## src/rtl/mer_pkg.sv

```systemverilog
`default_nettype none
// ----------------------------------------------------------------------------
// mer_pkg
// Shared types and constants of the midpoint ellipse rasterizer.
// ----------------------------------------------------------------------------
package mer_pkg;

  localparam int COORD_BITS_DEF = 11;

  localparam int RAD_W      = 10;
  localparam int OFF_W      = 10;
  localparam int SQ_W       = 2 * RAD_W;
  localparam int DEC_W      = 48;
  localparam int PIX_W      = 13;
  localparam int MUL_W      = 22;
  localparam int PROD_W     = 2 * MUL_W;
  localparam int CENTER_W   = 11;
  localparam int CFG_DATA_W = 11;
  localparam int CFG_IDX_W  = 2;

  localparam int QUEUE_DEPTH = 4;

  localparam logic [CFG_IDX_W-1:0] REG_RADIUS_X = 2'd0;
  localparam logic [CFG_IDX_W-1:0] REG_RADIUS_Y = 2'd1;
  localparam logic [CFG_IDX_W-1:0] REG_CENTER_X = 2'd2;
  localparam logic [CFG_IDX_W-1:0] REG_CENTER_Y = 2'd3;

  typedef enum logic {
    OP_STEP,
    OP_RESTART
  } op_t;

  typedef struct packed {
    logic             done_beat;
    logic             fin;
    logic [OFF_W-1:0] x;
    logic [OFF_W-1:0] y;
  } emit_cmd_t;

  typedef enum logic [3:0] {
    S_IDLE,
    S_SQ_X,
    S_SQ_Y,
    S_SQ_END,
    S_RS_MUL,
    S_RS_ACC,
    S_ST_M1,
    S_ST_M2,
    S_ST_ACC,
    S_EN_T,
    S_EN_A,
    S_EN_YM,
    S_EN_B,
    S_EN_C,
    S_EN_D,
    S_EMIT
  } eng_state_t;

endpackage
`default_nettype wire

```

## src/rtl/mer_in_if.sv

```systemverilog
`default_nettype none
// ----------------------------------------------------------------------------
// mer_in_if
// Step channel: one restart bit per beat.
// ----------------------------------------------------------------------------
interface mer_in_if;
  logic valid;
  logic ready;
  logic restart;

  modport source (output valid, output restart, input ready);
  modport sink   (input valid, input restart, output ready);
endinterface
`default_nettype wire

```

## src/rtl/mer_out_if.sv

```systemverilog
`default_nettype none
// ----------------------------------------------------------------------------
// mer_out_if
// Pixel channel: one plotted point or status beat per transfer.
// ----------------------------------------------------------------------------
interface mer_out_if;
  import mer_pkg::*;

  logic                    valid;
  logic                    ready;
  logic signed [PIX_W-1:0] pixel_x;
  logic signed [PIX_W-1:0] pixel_y;
  logic                    point_valid;
  logic                    last_of_run;
  logic                    finished;

  modport source (output valid, output pixel_x, output pixel_y, output point_valid,
                  output last_of_run, output finished, input ready);
  modport sink   (input valid, input pixel_x, input pixel_y, input point_valid,
                  input last_of_run, input finished, output ready);
endinterface
`default_nettype wire

```

## src/rtl/mer_front.sv

```systemverilog
`default_nettype none
// ----------------------------------------------------------------------------
// mer_front
// Accepts step beats, classifies them and queues them for the engine.
// ----------------------------------------------------------------------------
module mer_front (
  input  wire logic        clk,
  input  wire logic        rst,
  mer_in_if.sink           steps,
  output mer_pkg::op_t     q_op,
  output logic             q_valid,
  input  wire logic        q_pop
);
  import mer_pkg::*;

  localparam int PTR_W = $clog2(QUEUE_DEPTH);

  op_t              entries [QUEUE_DEPTH];
  logic [PTR_W-1:0] wr_ptr;
  logic [PTR_W-1:0] rd_ptr;
  logic [PTR_W:0]   count;
  logic             push;
  logic             pop;
  op_t              op_in;

  assign op_in       = steps.restart ? OP_RESTART : OP_STEP;
  assign steps.ready = (count != (PTR_W + 1)'(QUEUE_DEPTH));
  assign push        = steps.valid && steps.ready;
  assign q_valid     = (count != '0);
  assign pop         = q_pop && q_valid;
  assign q_op        = entries[rd_ptr];

  always_ff @(posedge clk) begin
    if (push) begin
      entries[wr_ptr] <= op_in;
    end
  end

  always_ff @(posedge clk) begin
    if (rst) begin
      wr_ptr <= '0;
      rd_ptr <= '0;
      count  <= '0;
    end else begin
      if (push) begin
        wr_ptr <= wr_ptr + 1'b1;
      end
      if (pop) begin
        rd_ptr <= rd_ptr + 1'b1;
      end
      case ({push, pop})
        2'b10:   count <= count + 1'b1;
        2'b01:   count <= count - 1'b1;
        default: count <= count;
      endcase
    end
  end

endmodule
`default_nettype wire

```

## src/rtl/mer_engine.sv

```systemverilog
`default_nettype none
// ----------------------------------------------------------------------------
// mer_engine
// Midpoint state and decision update on one shared registered multiplier.
// ----------------------------------------------------------------------------
module mer_engine (
  input  wire logic                        clk,
  input  wire logic                        rst,
  input  wire logic [mer_pkg::RAD_W-1:0]   radius_x,
  input  wire logic [mer_pkg::RAD_W-1:0]   radius_y,
  input  wire logic                        radius_written,
  input  wire mer_pkg::op_t                q_op,
  input  wire logic                        q_valid,
  output logic                             q_pop,
  output mer_pkg::emit_cmd_t               cmd,
  output logic                             cmd_valid,
  input  wire logic                        cmd_ready
);
  import mer_pkg::*;

  eng_state_t        state;
  eng_state_t        state_next;

  logic [SQ_W-1:0]   rx2;
  logic [SQ_W-1:0]   ry2;
  logic              sq_ok;
  logic [OFF_W-1:0]  x;
  logic [OFF_W-1:0]  y;
  logic              region2;
  logic [DEC_W-1:0]  decision;
  logic              done_flag;
  logic              neg;
  logic              done_beat;
  logic [SQ_W+OFF_W-1:0] m1;
  logic [PROD_W-1:0] prod;
  logic [DEC_W-1:0]  acc;

  logic              mul_en;
  logic [MUL_W-1:0]  mul_a;
  logic [MUL_W-1:0]  mul_b;
  logic [PROD_W-1:0] mul_p;

  logic [DEC_W-1:0]  term_x;
  logic [DEC_W-1:0]  term_y;
  logic [DEC_W-1:0]  sq4x;
  logic [DEC_W-1:0]  sq4y;
  logic [DEC_W-1:0]  dec_step;
  logic              to_region2;
  logic [OFF_W:0]    t;
  logic [OFF_W-1:0]  ym;

  assign mul_p  = mul_a * mul_b;
  assign term_x = DEC_W'({m1, 3'b000});
  assign term_y = DEC_W'({prod[SQ_W+OFF_W-1:0], 3'b000});
  assign sq4x   = DEC_W'({rx2, 2'b00});
  assign sq4y   = DEC_W'({ry2, 2'b00});
  assign t      = {x, 1'b1};
  assign ym     = y - 1'b1;

  always_comb begin
    if (region2) begin
      dec_step = decision + (neg ? term_x : '0) - term_y + sq4x;
    end else begin
      dec_step = decision + term_x + sq4y - (neg ? '0 : term_y);
    end
  end

  assign to_region2 = !region2 && (m1 > prod[SQ_W+OFF_W-1:0]);

  // next state
  always_comb begin
    state_next = state;
    case (state)
      S_IDLE: begin
        if (q_valid) begin
          if (!sq_ok) begin
            state_next = S_SQ_X;
          end else if (q_op == OP_RESTART) begin
            state_next = S_RS_MUL;
          end else if (done_flag) begin
            state_next = S_EMIT;
          end else begin
            state_next = S_ST_M1;
          end
        end
      end
      S_SQ_X:   state_next = S_SQ_Y;
      S_SQ_Y:   state_next = S_SQ_END;
      S_SQ_END: state_next = S_IDLE;
      S_RS_MUL: state_next = S_RS_ACC;
      S_RS_ACC: state_next = S_EMIT;
      S_ST_M1:  state_next = S_ST_M2;
      S_ST_M2:  state_next = S_ST_ACC;
      S_ST_ACC: begin
        if (y != '0 && to_region2) begin
          state_next = S_EN_T;
        end else begin
          state_next = S_EMIT;
        end
      end
      S_EN_T:  state_next = S_EN_A;
      S_EN_A:  state_next = S_EN_YM;
      S_EN_YM: state_next = S_EN_B;
      S_EN_B:  state_next = S_EN_C;
      S_EN_C:  state_next = S_EN_D;
      S_EN_D:  state_next = S_EMIT;
      S_EMIT: begin
        if (cmd_ready) begin
          state_next = S_IDLE;
        end
      end
      default: state_next = S_IDLE;
    endcase
  end

  // outputs and multiplier operands
  always_comb begin
    q_pop     = 1'b0;
    cmd_valid = 1'b0;
    mul_en    = 1'b0;
    mul_a     = '0;
    mul_b     = '0;
    case (state)
      S_IDLE: q_pop = q_valid && sq_ok;
      S_SQ_X: begin
        mul_en = 1'b1;
        mul_a  = MUL_W'(radius_x);
        mul_b  = MUL_W'(radius_x);
      end
      S_SQ_Y: begin
        mul_en = 1'b1;
        mul_a  = MUL_W'(radius_y);
        mul_b  = MUL_W'(radius_y);
      end
      S_RS_MUL: begin
        mul_en = 1'b1;
        mul_a  = MUL_W'(rx2);
        mul_b  = MUL_W'(y);
      end
      S_ST_M1: begin
        mul_en = 1'b1;
        mul_a  = MUL_W'(ry2);
        mul_b  = MUL_W'(x);
      end
      S_ST_M2: begin
        mul_en = 1'b1;
        mul_a  = MUL_W'(rx2);
        mul_b  = MUL_W'(y);
      end
      S_EN_T: begin
        mul_en = 1'b1;
        mul_a  = MUL_W'(t);
        mul_b  = MUL_W'(t);
      end
      S_EN_A: begin
        mul_en = 1'b1;
        mul_a  = MUL_W'(ry2);
        mul_b  = prod[MUL_W-1:0];
      end
      S_EN_YM: begin
        mul_en = 1'b1;
        mul_a  = MUL_W'(ym);
        mul_b  = MUL_W'(ym);
      end
      S_EN_B: begin
        mul_en = 1'b1;
        mul_a  = MUL_W'(rx2);
        mul_b  = MUL_W'(prod[SQ_W-1:0]);
      end
      S_EN_C: begin
        mul_en = 1'b1;
        mul_a  = MUL_W'(rx2);
        mul_b  = MUL_W'(ry2);
      end
      S_EMIT: cmd_valid = 1'b1;
      default: begin
        q_pop     = 1'b0;
        cmd_valid = 1'b0;
      end
    endcase
  end

  assign cmd.done_beat = done_beat;
  assign cmd.fin       = done_flag;
  assign cmd.x         = x;
  assign cmd.y         = y;

  always_ff @(posedge clk) begin
    if (mul_en) begin
      prod <= mul_p;
    end
    case (state)
      S_SQ_Y:   rx2 <= prod[SQ_W-1:0];
      S_SQ_END: ry2 <= prod[SQ_W-1:0];
      S_ST_M2:  m1  <= prod[SQ_W+OFF_W-1:0];
      S_EN_YM:  acc <= DEC_W'(prod);
      S_EN_C:   acc <= acc + DEC_W'({prod, 2'b00});
      default:  acc <= acc;
    endcase
  end

  always_ff @(posedge clk) begin
    if (rst) begin
      state     <= S_IDLE;
      sq_ok     <= 1'b0;
      x         <= '0;
      y         <= '0;
      region2   <= 1'b0;
      decision  <= '0;
      done_flag <= 1'b1;
      neg       <= 1'b0;
      done_beat <= 1'b0;
    end else begin
      state <= state_next;
      if (state == S_SQ_END) begin
        sq_ok <= 1'b1;
      end
      if (radius_written) begin
        sq_ok <= 1'b0;
      end
      case (state)
        S_IDLE: begin
          if (q_valid && sq_ok) begin
            if (q_op == OP_RESTART) begin
              done_beat <= 1'b0;
              x         <= '0;
              y         <= OFF_W'(radius_y);
              region2   <= 1'b0;
            end else if (done_flag) begin
              done_beat <= 1'b1;
            end else begin
              done_beat <= 1'b0;
              neg       <= decision[DEC_W-1];
              if (!region2 || decision[DEC_W-1]) begin
                x <= x + 1'b1;
              end
              if (region2 || !decision[DEC_W-1]) begin
                y <= y - 1'b1;
              end
            end
          end
        end
        S_RS_ACC: begin
          decision  <= sq4y - DEC_W'({prod, 2'b00}) + DEC_W'(rx2);
          done_flag <= (y == '0);
        end
        S_ST_ACC: begin
          decision <= dec_step;
          if (y == '0) begin
            done_flag <= 1'b1;
          end
        end
        S_EN_D: begin
          decision <= acc - DEC_W'({prod, 2'b00});
          region2  <= 1'b1;
        end
        default: begin
          decision <= decision;
        end
      endcase
    end
  end

endmodule
`default_nettype wire

```

## src/rtl/mer_emit.sv

```systemverilog
`default_nettype none
// ----------------------------------------------------------------------------
// mer_emit
// Expands one engine result into its symmetric pixel beats.
// ----------------------------------------------------------------------------
module mer_emit #(
  parameter int COORD_BITS = mer_pkg::COORD_BITS_DEF
) (
  input  wire logic                          clk,
  input  wire logic                          rst,
  input  wire logic [((COORD_BITS < mer_pkg::CENTER_W) ? COORD_BITS
                      : mer_pkg::CENTER_W)-1:0] center_x,
  input  wire logic [((COORD_BITS < mer_pkg::CENTER_W) ? COORD_BITS
                      : mer_pkg::CENTER_W)-1:0] center_y,
  input  wire mer_pkg::emit_cmd_t            cmd,
  input  wire logic                          cmd_valid,
  output logic                               cmd_ready,
  mer_out_if.source                          pixels
);
  import mer_pkg::*;

  emit_cmd_t        cur;
  logic             busy;
  logic [1:0]       beat_idx;
  logic             load;

  logic             ov;
  logic [PIX_W-1:0] px;
  logic [PIX_W-1:0] py;
  logic             pv;
  logic             last;
  logic             fin;

  logic [PIX_W-1:0] cx;
  logic [PIX_W-1:0] cy;
  logic [PIX_W-1:0] ox;
  logic [PIX_W-1:0] oy;

  assign cx = PIX_W'(center_x);
  assign cy = PIX_W'(center_y);
  assign ox = PIX_W'(cur.x);
  assign oy = PIX_W'(cur.y);

  assign cmd_ready = !busy;
  assign load      = busy && (!ov || pixels.ready);

  assign pixels.valid       = ov;
  assign pixels.pixel_x     = px;
  assign pixels.pixel_y     = py;
  assign pixels.point_valid = pv;
  assign pixels.last_of_run = last;
  assign pixels.finished    = fin;

  always_ff @(posedge clk) begin
    if (cmd_valid && !busy) begin
      cur <= cmd;
    end
    if (load) begin
      if (cur.done_beat) begin
        px   <= '0;
        py   <= '0;
        pv   <= 1'b0;
        last <= 1'b1;
        fin  <= 1'b1;
      end else begin
        px   <= beat_idx[0] ? cx - ox : cx + ox;
        py   <= beat_idx[1] ? cy - oy : cy + oy;
        pv   <= 1'b1;
        last <= (beat_idx == 2'd3);
        fin  <= cur.fin;
      end
    end
  end

  always_ff @(posedge clk) begin
    if (rst) begin
      busy     <= 1'b0;
      beat_idx <= '0;
      ov       <= 1'b0;
    end else begin
      if (cmd_valid && !busy) begin
        busy     <= 1'b1;
        beat_idx <= '0;
      end else if (load) begin
        beat_idx <= beat_idx + 1'b1;
        if (cur.done_beat || beat_idx == 2'd3) begin
          busy <= 1'b0;
        end
      end
      if (load) begin
        ov <= 1'b1;
      end else if (pixels.ready) begin
        ov <= 1'b0;
      end
    end
  end

endmodule
`default_nettype wire

```

## src/rtl/midpoint_ellipse_rasterizer.sv

```systemverilog
`default_nettype none
// ----------------------------------------------------------------------------
// midpoint_ellipse_rasterizer
// Four-way symmetric midpoint ellipse rasterizer, one step per input beat.
// ----------------------------------------------------------------------------
//   channel   dir  beat contents
//   steps     in   restart
//   pixels    out  pixel_x, pixel_y, point_valid, last_of_run, finished
//   cfg_*     in   write enable, register index, data
//
// A step runs dispatch, two multiplies, accumulate and hand-off; the step that
// enters region 2 adds the region-2 setup states, a restart runs one multiply
// and an accumulate, a step after the end goes straight to hand-off, and the
// first item after a radius write first squares the radii. All products go
// through one registered 22x22 multiplier. Each result leaves as 4 beats (1
// for a step after the end), overlapped with the next item's computation.
// Reset is synchronous; no clearing pass. A 4-entry queue holds step beats
// while the pixel side stalls.
// ----------------------------------------------------------------------------
module midpoint_ellipse_rasterizer #(
  parameter int COORD_BITS = mer_pkg::COORD_BITS_DEF
) (
  input  wire logic                              clk,
  input  wire logic                              rst,
  mer_in_if.sink                                 steps,
  mer_out_if.source                              pixels,
  input  wire logic                              cfg_we,
  input  wire logic [mer_pkg::CFG_IDX_W-1:0]     cfg_index,
  input  wire logic [mer_pkg::CFG_DATA_W-1:0]    cfg_data
);
  import mer_pkg::*;

  localparam int CW = (COORD_BITS < CENTER_W) ? COORD_BITS : CENTER_W;

  logic [RAD_W-1:0] radius_x;
  logic [RAD_W-1:0] radius_y;
  logic [CW-1:0]    center_x;
  logic [CW-1:0]    center_y;
  logic             radius_written;

  op_t              q_op;
  logic             q_valid;
  logic             q_pop;
  emit_cmd_t        cmd;
  logic             cmd_valid;
  logic             cmd_ready;

  assign radius_written = cfg_we &&
                          (cfg_index == REG_RADIUS_X || cfg_index == REG_RADIUS_Y);

  always_ff @(posedge clk) begin
    if (rst) begin
      radius_x <= RAD_W'(1);
      radius_y <= RAD_W'(1);
      center_x <= '0;
      center_y <= '0;
    end else if (cfg_we) begin
      case (cfg_index)
        REG_RADIUS_X: radius_x <= cfg_data[RAD_W-1:0];
        REG_RADIUS_Y: radius_y <= cfg_data[RAD_W-1:0];
        REG_CENTER_X: center_x <= cfg_data[CW-1:0];
        REG_CENTER_Y: center_y <= cfg_data[CW-1:0];
        default:      radius_x <= radius_x;
      endcase
    end
  end

  mer_front u_front (
    .clk     (clk),
    .rst     (rst),
    .steps   (steps),
    .q_op    (q_op),
    .q_valid (q_valid),
    .q_pop   (q_pop)
  );

  mer_engine u_engine (
    .clk            (clk),
    .rst            (rst),
    .radius_x       (radius_x),
    .radius_y       (radius_y),
    .radius_written (radius_written),
    .q_op           (q_op),
    .q_valid        (q_valid),
    .q_pop          (q_pop),
    .cmd            (cmd),
    .cmd_valid      (cmd_valid),
    .cmd_ready      (cmd_ready)
  );

  mer_emit #(
    .COORD_BITS (COORD_BITS)
  ) u_emit (
    .clk       (clk),
    .rst       (rst),
    .center_x  (center_x),
    .center_y  (center_y),
    .cmd       (cmd),
    .cmd_valid (cmd_valid),
    .cmd_ready (cmd_ready),
    .pixels    (pixels)
  );

endmodule
`default_nettype wire

```

## src/flat_wrapper.sv

```systemverilog
// flat-port wrapper written by rule: the top's interface ports become plain ports
module midpoint_ellipse_rasterizer_flat import mer_pkg::*;
#(
  parameter int COORD_BITS = mer_pkg::COORD_BITS_DEF
)
  (clk, rst, cfg_we, cfg_index, cfg_data, steps_valid, steps_restart, steps_ready, pixels_valid, pixels_pixel_x, pixels_pixel_y, pixels_point_valid, pixels_last_of_run, pixels_finished, pixels_ready);
  mer_in_if steps_i ();
  mer_out_if pixels_i ();
  input  wire logic clk;
  input  wire logic rst;
  input  wire logic cfg_we;
  input  wire logic [mer_pkg::CFG_IDX_W-1:0] cfg_index;
  input  wire logic [mer_pkg::CFG_DATA_W-1:0] cfg_data;
  input wire logic [$bits(steps_i.valid)-1:0] steps_valid;
  input wire logic [$bits(steps_i.restart)-1:0] steps_restart;
  output wire logic [$bits(steps_i.ready)-1:0] steps_ready;
  output wire logic [$bits(pixels_i.valid)-1:0] pixels_valid;
  output wire logic [$bits(pixels_i.pixel_x)-1:0] pixels_pixel_x;
  output wire logic [$bits(pixels_i.pixel_y)-1:0] pixels_pixel_y;
  output wire logic [$bits(pixels_i.point_valid)-1:0] pixels_point_valid;
  output wire logic [$bits(pixels_i.last_of_run)-1:0] pixels_last_of_run;
  output wire logic [$bits(pixels_i.finished)-1:0] pixels_finished;
  input wire logic [$bits(pixels_i.ready)-1:0] pixels_ready;
  assign steps_i.valid = steps_valid;
  assign steps_i.restart = steps_restart;
  assign steps_ready = steps_i.ready;
  assign pixels_valid = pixels_i.valid;
  assign pixels_pixel_x = pixels_i.pixel_x;
  assign pixels_pixel_y = pixels_i.pixel_y;
  assign pixels_point_valid = pixels_i.point_valid;
  assign pixels_last_of_run = pixels_i.last_of_run;
  assign pixels_finished = pixels_i.finished;
  assign pixels_i.ready = pixels_ready;
  midpoint_ellipse_rasterizer #(.COORD_BITS(COORD_BITS)) u_core (.clk(clk), .rst(rst), .steps(steps_i), .pixels(pixels_i), .cfg_we(cfg_we), .cfg_index(cfg_index), .cfg_data(cfg_data));
endmodule
```

## config.mk

```make
export PLATFORM = sky130hd
export DESIGN_NAME = midpoint_ellipse_rasterizer_flat
export DESIGN_NICKNAME = d
export VERILOG_FILES = /design/src/rtl/mer_pkg.sv /design/src/rtl/mer_in_if.sv /design/src/rtl/mer_out_if.sv /design/src/rtl/mer_front.sv /design/src/rtl/mer_engine.sv /design/src/rtl/mer_emit.sv /design/src/rtl/midpoint_ellipse_rasterizer.sv /design/src/flat_wrapper.sv
export SDC_FILE = /design/constraint.sdc
export NUM_CORES = 2
export LEC_CHECK = 0
export BUFFER_PORTS_ARGS = -buffer_cell sky130_fd_sc_hd__clkbuf_2
export CORE_ASPECT_RATIO = 0.9
export CORE_MARGIN = 4
export CORE_UTILIZATION = 30
export CTS_BUF_LIST = sky130_fd_sc_hd__clkbuf_16
export DETAILED_ROUTE_END_ITERATION = 6
export HOLD_SLACK_MARGIN = 0.02
export PLACE_DENSITY = 0.45
export SKIP_CTS_REPAIR_TIMING = 1
export SLEW_MARGIN = 20
export SYNTH_ARGS = -nofsm -noshare
export SYNTH_HDL_FRONTEND = slang
export SYNTH_SLANG_ARGS = --single-unit
```

## constraint.sdc

```tcl
create_clock -name clk -period 30.1 [get_ports clk]
set_input_delay 1.505 -clock clk [delete_from_list [all_inputs] [get_ports clk]]
set_output_delay 1.505 -clock clk [all_outputs]
set_load 0.01 [all_outputs]
```

# Yosys cells after proc, flatten, opt, wreduce, memory -nomap -nowiden
# Memories as Yosys holds them, arrays and structs flattened. A register that Yosys moved wholly into a read port is not among the register bits.
# Index checks and enable logic that the tools add are counted.
[totals]
register_bits = 343
ramBits = 4
in_bits = 19
mem_count = 1
[op_classes]
add_sub_neg = 21
mul = 1
magnitude_cmp = 1
n_eq_ne = 28
mux = 44
bitwise = 2
n_reduce_logical = 51
[mem_list]
columns = ["memory", "words", "width", "read_ports", "rd_ports_with_merged_regs", "wr", "line", "rtl"]
rows = [
  ["u_core.u_front.entries", 4, 1, 1, 1, 1, "mer_front.sv:18", "op_t entries [QUEUE_DEPTH];"],
]
[op_table]
columns = ["cell", "count"]
rows = [
  ["$pmux W22 S9", 1],
  ["$pmux W48 S3", 1],
  ["$pmux W20 S6", 1],
  ["$add A48 B22 Y48", 2],
  ["$add A48 B33 Y48", 2],
  ["$pmux W48 S2", 1],
  ["$sub A48 B33 Y48", 2],
  ["$mux W33", 2],
  ["$mux W10", 6],
  ["$pmux W4 S15", 1],
  ["$add A47 B21 Y48", 1],
  ["$add A48 B46 Y48", 1],
  ["$mux W48", 1],
  ["$sub A48 B46 Y48", 1],
  ["$sub A22 B46 Y47", 1],
  ["$mul A20 B22 Y42", 1],
  ["$eq A4 B4 Y1 const B", 8],
  ["$gt A30 B30 Y1", 1],
  ["$mux W13", 2],
  ["$add A11 B10 Y12", 2],
  ["$sub A11 B10 Y12", 2],
  ["$mux W4", 5],
  ["$reduce_bool A2 Y1", 9],
  ["$mux W1", 17],
  ["other kinds (32)", 77],
]

# Depth between registers and ports, before layout
[logic_depth]
ltp_word = 6
depth_mapped = 38
ltp_nobuf = 37

# Hierarchy
# A second synthesis with hierarchy kept.
[hier_totals]
cells_unflattened = 5475
hier_area_um2 = 46978.8
[by_module_without_submodules]
columns = ["mod", "n_inst", "cells_per_inst", "area_each_um2"]
rows = [
  ["mer_engine", 1, 4894, 40836.7],
  ["mer_emit", 1, 368, 3804.9],
  ["midpoint_ellipse_rasterizer", 1, 156, 1696.6],
  ["mer_front", 1, 57, 640.6],
]

# Worst setup path before layout
# OpenSTA, ideal clock, no wires.
[synth_timing]
kind = "register to register"
from = "register u_core.u_engine.y[0]"
to = "register u_core.u_engine.prod[41] (data pin)"
arrival_time_ns = 9.315
setup_slack_ns = 20.526
path_stages_with_launch = 35
path_buffers = 1
period_less_slack_ns = 9.574
cell_sequence = "dfxtp_1 > nor3_1 > nand2b_1 > or3_1 > or3_1 > nor2_1 > xnor2_1 > o21ai_0 > a221oi_1 > clkbuf_1 > nor2_1 > fa_1 > inv_1 > fa_1 > inv_1 > fa_1 > fa_1 > fa_1 > fa_1 > inv_1 > fa_1 > inv_1 > ha_1 > and4_1 > nand4_1 > or4_1 > a2111oi_0 > nor2_1 > o31ai_1 > o41ai_1 > o21ba_2 > o21ai_0 > a221o_1 > a21oi_1 > xnor2_1"
[synth_between]
elab_chain_cells = 3
word_cells_on_any_way = 4
[synth_lines]
columns = ["element", "line", "rtl"]
rows = [
  ["start: declaration", "mer_engine.sv:28", "logic [OFF_W-1:0] y;"],
  ["start signal: assignment", "mer_engine.sv:227", "y <= OFF_W'(radius_y);"],
  ["start signal: assignment", "mer_engine.sv:238", "y <= y - 1'b1;"],
  ["$sub A10 B1 Y10", "mer_engine.sv:58", "assign ym = y - 1'b1;"],
  ["$pmux W22 S9 / $pmux W20 S6 (equally long branches)", "mer_engine.sv:123", "case (state)"],
  ["$mul A20 B22 Y42 *", "mer_engine.sv:52", "assign mul_p = mul_a * mul_b;"],
  ["via u_core.u_engine.mul_p[41]", "mer_engine.sv:41", "logic [PROD_W-1:0] mul_p;"],
  ["end signal: assignment", "mer_engine.sv:190", "prod <= mul_p;"],
  ["end: declaration", "mer_engine.sv:35", "logic [PROD_W-1:0] prod;"],
]
# The timed path passes the listed nets; every way through them passes the cells marked *.
# A chain may end at the register's enable or synchronous reset.

# Final worst setup path
# Ends and elaborated chain as after synthesis.

==> flow_summary.ini <==
[outcome]
status = complete, no violations

[worst_setup_path]
crit_type = flip-flop to flip-flop
cpMaxStageDelayCell = o21ai_0
crit_path_end_kind = flip-flop
cp_common_cell = fa_1
crit_fanout = 12
r2r_slack_ps = 19380
start_kind = flip-flop
cp.required_ps = 30470
cpPeakStageDelay_ps = 630
arrival_ps = 11080

[routing]
post_drt_wl_per_cell_microns = 21.9
via_per_inst = 5.19
drtIter0Drc = 2895
num_vias = 38000
wl_microns = 161000
antenna_left = 0
post-route-drc-count = 0
drtPass1Iterations = 5

[synthesis]
syn_avg_cell_area_sq_um = 8.55
synthArstFlopShare = 0
netlist_area_sq_um = 45700
yosysTopAreaCell = fa_1
netlist.area_leader.share = 0.204
yosys.cell_count.top_type = inv_1
synthDistinctLibCells = 100
synth_common_cells = inv_1 (819), nand2_1 (576), ha_1 (471), fa_1 (465), nor2_1 (463)
synth-edff-count = 214
syn_inst = 5341
ys_ff_latch = 345
synth.area.top_cells = fa_1 (20%), edfxtp_1 (14%), ha_1 (13%), inv_1 (6.7%), dfxtp_1 (5.7%)
synth-main-ff-cell = edfxtp_1
syn-num-nets = 6296
synth_warnings = 0
yosysSeqAreaShare = 0.198

[global_routing]
grt_usage = 0.203
grt_pass1_wl_microns = 245000
grt_pass1_vias = 38100
antenna_found_initial = 3
grt_overflow = 0
grt_max_degree = 93

[cells_and_area]
drive_gt1_frac = 0.0564
fin_util = 0.331
syn2layout_area_growth_pct = 9.23
nNetsFinal = 6260

[clocking]
tritoncts = built
htree_levels = 2
cts_made_buffers = 45
path_clk_slew_ps = 60
insertion_delay_ps = 660
cts_root_buffer = clkbuf_16
cts_buffer_depth = 3
cts.sinks = 345

[placed_design]
place_worst_setup_slack_ps = 19160
place.gp.congestion = 0.889
port_buffers = 49
dpl.hpwl_microns = 130000

[floorplan]
num_rows = 135
die_x_microns = 419
ioPinCount = 50
dieArea_sq_um = 159000
fp.dieH_microns = 378
coreArea_sq_um = 151000
start_util = 0.303

[timing]
setup_viol = 0
finalHoldViolations = 0
finalCritPeriodShare = 0.356
max-slew-margin-rel = 0.287
rsz0062_at_grt = no
skew_ps = 57.1
max_freq_mhz = 93.3
post-route-min-period_ps = 10720
worst-slew-pin-transition_ps = 1070
slew_violations = 0
setup_ws_ps = 19380
fin_setup_tns_ps = 0

[power]
power.total_mw = 4.62
p_leak_nw = 22.8
power_density_nw_per_um2 = 92.7
ir_drop_v = 0.0000543

[job]
maxCapViolations = 0

[worst_hold_path]
min_path_type = flip-flop to flip-flop
state kept, by name, summed over array words and instances, names as in the netlist, 2 cells and up, named ones only:
name and flops:
u_core.center_x 11, u_core.center_y 11, u_core.radius_x 10, u_core.radius_y 10, u_core.u_emit.beat_idx 2, u_core.u_emit.cur 22, u_core.u_emit.pixels.pixel_x 13, u_core.u_emit.pixels.pixel_y 13
u_core.u_engine.acc 47, u_core.u_engine.decision 47, u_core.u_engine.m1 30, u_core.u_engine.prod 42, u_core.u_engine.rx2 20, u_core.u_engine.ry2 20, u_core.u_engine.state 4, u_core.u_engine.x 10
u_core.u_engine.y 10, u_core.u_front.count 3, u_core.u_front.entries 4, u_core.u_front.rd_ptr 2, u_core.u_front.wr_ptr 2
area by class of cell:
class                      count  area (sq um)
sequential                   345          9050
clock buffer                  50          1250
clock inverter                32           289
timing repair buffer         141           938
antenna                        2          5.00
fill                       15900        101000
tap                         1986          2480
multi-input combinational   3950         32800
inverter                     822          3090
worst max-delay path, delay by kind of cell, from the launching register on:
| kind | cells | cell delay [ps] |
|---|---|---|
| buffers and inverters | 5 | 250 |
| AND/OR/NAND/NOR | 10 | 2410 |
| adder cells (fa/ha/maj) | 8 | 3970 |
| flip-flops | 1 | 380 |
| AO/OA/AOI/OAI | 9 | 3170 |
| XOR/XNOR | 2 | 210 |
layout by cell type (no fill, tap or decap), types with 25 or more instances in the layout:
cell type / instances
nor2_1: 457
a211oi_1: 55
inv_1: 823
a31oi_1: 26
clkbuf_16: 50
a21o_1: 128
xnor2_1: 202
xor2_1: 86
nand3_1: 82
ha_1: 471
nor2b_1: 36
mux2i_1: 32
o21bai_1: 72
fa_1: 465
a221oi_1: 53
clkbuf_2: 48
nand2_1: 575
a21oi_1: 355
dfxtp_1: 130
and3_1: 33
nand4_1: 37
edfxtp_1: 214
nor3_1: 68
buf_4: 93
a22oi_1: 26
o31ai_1: 25
o211ai_1: 32
nand2b_1: 61
o21ai_0: 220
and2_1: 27
per-layer routing:
metal	track usage	vias to the layer above	share of wire
met5	0	-	0
met4	0.0381	0	0.018
met3	0.0223	128	0.059
met2	0.311	1072	0.43
met1	0.307	18900	0.49
li1	-	17900	-
power by group:
part           leakage, nW  total (mW)  internal, mW  switching [mW]
clock network        0.773       0.564         0.321           0.243
logic                 19.0        3.33          1.23            2.10
registers             3.06       0.733         0.606           0.126
per-stage QoR:
stage / hold WS, ps / area (sq um) / cells
2_1_floorplan: 408 / 45700 / 5341
3_3_place_gp: 415 / 48300 / 7244
3_5_place_dp: 420 / 48300 / 7244
4_1_cts: 435 / 49900 / 7326
5_1_grt: 445 / 49900 / 7326
6_report: 445 / 49900 / 7328
path summary, 6_finish.rpt:
path | startpoint | to | cells after the start
worst min-delay path | u_core.u_engine.done_beat | u_core.u_emit.cur[21] | 0
worst max-delay path | u_core.u_engine.y[0] | u_core.u_engine.prod[41] | 34
worst max register to register | u_core.u_engine.y[0] | u_core.u_engine.prod[41] | 34
worst min register to register | u_core.u_engine.done_beat | u_core.u_emit.cur[21] | 0
cells by family after synthesis:
logic type                 synth area share
and+or+nand+nor                       0.146
AOI/OAI and AO/OA                     0.173
xor gates and xnor gates             0.0552
DFF                                   0.198
buffers and inverters                0.0867
adders and majority gates             0.333
muxes                               0.00833
(Power assumes the default switching activity.)
